[src/hrm_pkg.sv]
// ----------------------------------------------------------------------------
// Hole mask engine package
// Shared constants, command codes and transaction types of the hole mask engine.
// ----------------------------------------------------------------------------
package hrm_pkg;

    localparam int MASK_WIDTH  = 1024;
    localparam int MASK_HEIGHT = 512;

    localparam int XW        = (MASK_WIDTH > 1) ? $clog2(MASK_WIDTH) : 1;
    localparam int YW        = (MASK_HEIGHT > 1) ? $clog2(MASK_HEIGHT) : 1;
    localparam int WORD_W    = 32;
    localparam int WPR       = (MASK_WIDTH + WORD_W - 1) / WORD_W;
    localparam int RAM_DEPTH = MASK_HEIGHT * WPR;
    localparam int AW        = (RAM_DEPTH > 1) ? $clog2(RAM_DEPTH) : 1;

    localparam logic [7:0]  THRESH_RESET = 8'd128;
    localparam logic [19:0] COUNT_MAX    = 20'hFFFFF;

    localparam logic [2:0] CMD_LOAD    = 3'd0;
    localparam logic [2:0] CMD_CIRCLE  = 3'd1;
    localparam logic [2:0] CMD_RECT    = 3'd2;
    localparam logic [2:0] CMD_QUERY   = 3'd3;
    localparam logic [2:0] CMD_HIT     = 3'd4;
    localparam logic [2:0] CMD_COMPOSE = 3'd5;

    typedef struct packed {
        logic [2:0]         req_type;
        logic signed [11:0] pos_x;
        logic signed [11:0] pos_y;
        logic [9:0]         radius;
        logic [10:0]        extent_w;
        logic [10:0]        extent_h;
        logic [31:0]        fg_pixel;
        logic [31:0]        bg_pixel;
    } t_req;

    typedef struct packed {
        logic [19:0] holes_punched;
        logic        is_solid;
        logic        hit_found;
        logic [9:0]  hit_x;
        logic [8:0]  hit_y;
        logic [31:0] pixel_out;
    } t_rsp;

    typedef struct packed {
        logic setup;
        logic rd;
        logic proc;
        logic clr;
    } t_ctl;

    typedef struct packed {
        logic empty;
        logic last;
        logic stop;
        logic clr_last;
    } t_sts;

endpackage

[src/hrm_ctrl.sv]
// ----------------------------------------------------------------------------
// Hole mask controller
// Sequences the clearing pass, command setup and the per-pixel read and update.
// ----------------------------------------------------------------------------
module hrm_ctrl (
    input  logic          i_clk,
    input  logic          i_rst_n,
    input  logic          i_start,
    input  hrm_pkg::t_sts i_sts,
    output hrm_pkg::t_ctl o_ctl,
    output logic          o_busy,
    output logic          o_done
);
    import hrm_pkg::*;

    localparam logic [2:0] S_CLR  = 3'd0;
    localparam logic [2:0] S_IDLE = 3'd1;
    localparam logic [2:0] S_CHK  = 3'd2;
    localparam logic [2:0] S_RD   = 3'd3;
    localparam logic [2:0] S_PROC = 3'd4;
    localparam logic [2:0] S_DONE = 3'd5;

    logic [2:0] r_state;
    logic [2:0] n_state;

    always_comb begin
        n_state = r_state;
        o_ctl   = '0;
        unique case (r_state)
            S_CLR: begin
                o_ctl.clr = 1'b1;
                if (i_sts.clr_last) begin
                    n_state = S_IDLE;
                end
            end
            S_IDLE: begin
                if (i_start) begin
                    o_ctl.setup = 1'b1;
                    n_state     = S_CHK;
                end
            end
            S_CHK: begin
                n_state = i_sts.empty ? S_DONE : S_RD;
            end
            S_RD: begin
                o_ctl.rd = 1'b1;
                n_state  = S_PROC;
            end
            S_PROC: begin
                o_ctl.proc = 1'b1;
                n_state    = (i_sts.last || i_sts.stop) ? S_DONE : S_RD;
            end
            S_DONE: begin
                n_state = S_IDLE;
            end
            default: begin
                n_state = S_IDLE;
            end
        endcase
    end

    always_ff @(posedge i_clk) begin
        if (!i_rst_n) begin
            r_state <= S_CLR;
        end else begin
            r_state <= n_state;
        end
    end

    assign o_busy = (r_state != S_IDLE);
    assign o_done = (r_state == S_DONE);
endmodule

[config.mk]
export PLATFORM = sky130hd
export DESIGN_NAME = hrm_ctrl
export DESIGN_NICKNAME = d
export VERILOG_FILES = /design/src/hrm_pkg.sv /design/src/hrm_ctrl.sv
export SDC_FILE = /design/constraint.sdc
export NUM_CORES = 1
export LEC_CHECK = 0
export ABC_CLOCK_PERIOD_IN_PS = 1150
export CAP_MARGIN = 5
export CORE_AREA = 2 2 39 41
export DETAILED_ROUTE_END_ITERATION = 12
export DIE_AREA = 0 0 41 43
export DONT_BUFFER_PORTS = 1
export MAX_ROUTING_LAYER = met4
export SLEW_MARGIN = 20
export SYNTH_ARGS = -nofsm -noshare
export SYNTH_HDL_FRONTEND = slang
export SYNTH_SLANG_ARGS = --single-unit
export TNS_END_PERCENT = 20
[constraint.sdc]
create_clock -name i_clk -period 1.15 [get_ports i_clk]
set_input_delay 0.345 -clock i_clk [delete_from_list [all_inputs] [get_ports i_clk]]
set_output_delay 0.345 -clock i_clk [all_outputs]
set_load 0.1 [all_outputs]
# After elaboration in Yosys (flattened, before gate mapping)
# Cells that the tools add are included.
[word_totals]
regBits = 3
in_bits = 7
out_inout_bits = 6
word_cells = 22
[op_classes]
n_eq_ne = 8
muxes = 10
reduce_logical = 3
[op_table]
columns = ["cell", "count"]
rows = [
  ["3-bit case mux with 5 select lines", 1],
  ["3-bit two-way mux", 4],
  ["3-bit by 2-bit == test with 1-bit output (second input constant)", 2],
  ["3-bit == test (second input constant)", 2],
  ["1-bit two-way mux", 5],
  ["2-bit inequality test (second input constant)", 2],
  ["3-bit by 1-bit == test with 1-bit output (second input constant)", 1],
  ["3-bit zero test", 1],
  ["3-bit by 1-bit inequality test with 1-bit output (second input constant)", 1],
  ["2-bit AND reduction", 1],
  ["1-bit logical OR", 1],
]

# Depth between registers and ports, before layout
[logic_depth]
ltp_word = 3
ltp_mapped = 4
depth_no_buf = 3

# Worst setup path before layout
# OpenSTA, ideal clock, no wires.
[synth_path]
kind = "reg-to-output"
start = "register r_state[0]"
end = "output o_ctl[0] in the netlist's numbering"
arrival_ns = 2.505
required_time_ns = 0.805
path_slack_ns = -1.700
path_stages_with_launch = 3
path_buffers = 1
cell_sequence = "dfxtp_1 > buf_2 > nor3_1"
[synth_lines]
columns = ["element", "line", "rtl"]
rows = [
  ["from (decl)", "hrm_ctrl.sv:23", "logic [2:0] r_state;"],
  ["from (signal assigned)", "hrm_ctrl.sv:66", "r_state <= n_state;"],
  ["to (decl)", "hrm_ctrl.sv:10", "output hrm_pkg::t_ctl o_ctl,"],
]

==> results.md <==
* Outcome: finished with violations
* Failing checks: negative setup slack
* FF-to-FF path depth at 3
* P_leak at around 0.00018 uW
* Tot Pwr at roughly 460 uW
* Antenna Nets Post-Route at 0
* Final net count at 49
* Synth area leader: dfxtp_1
* Area after DPL at 391.6 um2
* Hold Path End: r_state[0]
* Vias in the first global route at between 200 and 250
* Via count of the routed design at 249
* Worst Hold Class: input port to flop
* R2r endpoint: r_state[1]
* Slew @ Worst Pin at around 0.30 ns
* Crit path launch type: flop
* Post-synthesis sequential area ratio at 26.82%
* Final wirelength at about 550 um
* Max stage delay on crit path at 0.41 ns
* Post-Syn Instances at 28
* CORE AREA at 0.001384 mm2
* Dpl hpwl at 438.2 um
* Arrival time worst endpoint at 1.25 ns
* Largest registers: r_state x3
* Final Max Slew Viols at 0
* Clock Skew at 0.003730 ns
* H-tree levels at 1
* GP Congestion at 0.7371
* Max reg flops at 3
* Slowest cell on crit path: or3b_4
* I/O Pins at 13
* Gr ovfl total at 0
* Hold-fix buffers, CTS at 0
* CP Capture Type: primary output
* Crit Path Class: flop to primary output
* Initial antenna violation count at 0
* Max clock buf depth at 2
* CP top delay family: simple AND/OR/NAND/NOR gates
* Initial Util at 16.18%
* Final Worst Setup Slack at -0.4463 ns
* Layout cells sized above 1 at 65.85%
* GRT Overall Usage at under 10%
* Synth top area share at 26.82%
* Headroom to the max-slew limit at 80.17%
* Max cap viols at 0
* Port Buf Inserts at 0
* TritonRoute pass-1 iters at 3
* Num CTS Buffers at 3
* RSZ-0062 raised after global routing: true
* Largest cells by area after synthesis: dfxtp_1 27%, o21ai_0 6.7%, nor2_1 6.7%, a31oi_2 5.6%, buf_6 5.0%
* Endpoints failing setup at 7
* YS warnings at 0
* Final hold violation count at 0
* Sink Count at 3
* PwrDens at 1042 mW/mm2
* Post-synth EDFFs at 0
* Fin crit share at 138.8%
* Mapped Area at around 220 um2
* Die W at 41 um
* CP Cell Sequence: or3b_4 > nor2_4 > buf_12
* RR Startpoint: r_state[1]
* Diode count at 0
* Rows at 14
* Synth cell count leaders: 4 x nor2_1, 3 x dfxtp_1, 3 x o21ai_0
* Most used DFF post-synth: dfxtp_1
* Final Critical Period at 1.596 ns
* Chip Height at 43 um
* Post-synth ARST share at 0%
* Clk slew on worst S/H paths at 0.04 ns
* Synth unique cells at 20
* Critical Path Fanout Max at 3
* Hold path cells at 1
* Cell area after layout at 440.4 um2
* Flops & latches, synth at 3
* Final core occ at between 30% and 40%
* Syn avg cell area at 7.999 um2
* Buf/Inv on CP at 1
* Worst-Skew Late Latency at approximately 0.24 ns
* Worst vdd ir at 0.0002542 V
* Synthesized net count at 35
* Area delta synth->final at 96.65%
* Die Area at 0.001763 mm2
* Count leader, synth: nor2_1
* Req. time, crit path at 0.81 ns
* Global-route wire length before repair at approximately 910 um
* Biggest register: r_state
* DR WL/cell at ~9.7 um
* First DRT Iteration DRCs at 4
* CTS tree: yes
* CTS root buf: clkbuf_4
* Largest net degree at the start of global routing at 11
* Hold path start: i_rst_n
* Maximum clock frequency at 626.4 MHz
* Avg Vias per Cell at 4.368
* DR DRC count at 0
* Reg2Reg Setup Slack at -0.05 ns
layer usage:
metal  part of all wire, %  GRT usage (%)  vias to the layer above  wire [um]
met3                   7.8          3.141                        0         43
met1                    43          9.615                      115        240
met2                    49          10.00                        9        269
li1                      -              -                      125          -
met4                     0          8.000                        0          0
met5                     0              -                        -          0
power breakdown:
| group | internal [uW] | total (uW) | leakage [uW] | switching (uW) |
|---|---|---|---|---|
| Sequential | 109 | 111 | 0.0000257 | 2.24 |
| Clock | 130 | 189 | 0.0000150 | 58.9 |
| Combinational | 56.9 | 158 | 0.000139 | 101 |
layout by cell type, fill, tap and decap left out, drive strengths merged:
cell / netlist / layout
a211o: 1 / 1
a21oi: 1 / 1
a31oi: 1 / 1
and2: 2 / 2
and2b: 1 / 1
and3b: 1 / 1
buf: 2 / 11
clkbuf: 0 / 4
dfxtp: 3 / 3
inv: 1 / 1
nand2: 1 / 1
nand3: 2 / 2
nand3b: 1 / 1
nor2: 4 / 4
nor3: 1 / 1
o21a: 1 / 1
o21ai: 3 / 3
o31a: 1 / 1
or3b: 1 / 1
cells by family (layout without fill, tap and decap cells):
family                 after synthesis  count (layout)  share of synthesized area, %
AND/OR/NAND/NOR                     14              14                         37.99
AO/OA/AOI/OAI                        8               8                         26.25
flip-flops                           3               3                         26.82
buffers and inverters                3              16                         8.934
metrics by stage:
step	setup slack [ns]	hold slack (ns)	cells	TNS (ns)
finish	-0.4463	0.2298	57	-2.232
global route	-0.4861	0.2282	57	-2.484
CTS	-0.4575	0.2279	57	-2.303
global placement	-0.1980	0.4794	53	-0.8645
detailed placement	-0.2004	0.4766	53	-0.8881
floorplan	-0.6844	0.4625	28	-2.344
what timing repair did:
action                     4_1_cts  5_1_grt
resized for setup                8        1
setup endpoints to repair        7        7
pin swaps                        3        0
setup buffers                    0        0
worst max path at each step:
stage | start | end | slack, ns | cells after the start
finish | r_state[1] | o_ctl[3] | -0.45 | 3
detailed placement | r_state[1] | o_ctl[3] | -0.20 | 3
global route | r_state[2] | o_ctl[3] | -0.49 | 3
CTS | r_state[1] | o_ctl[3] | -0.46 | 3
global placement | r_state[2] | o_ctl[3] | -0.20 | 3
floorplan | r_state[2] | o_ctl[3] | -0.68 | 3
layout make-up:
class | instances | area [um2]
inverters | 1 | 3.754
flip-flops and latches | 3 | 63.81
fillers | 141 | 943.4
well taps | 16 | 20.02
multi-input cells | 22 | 173.9
repair buffers | 11 | 152.6
clock buffers | 4 | 26.28
No activity file was read; power rests on OpenSTA's default activity.
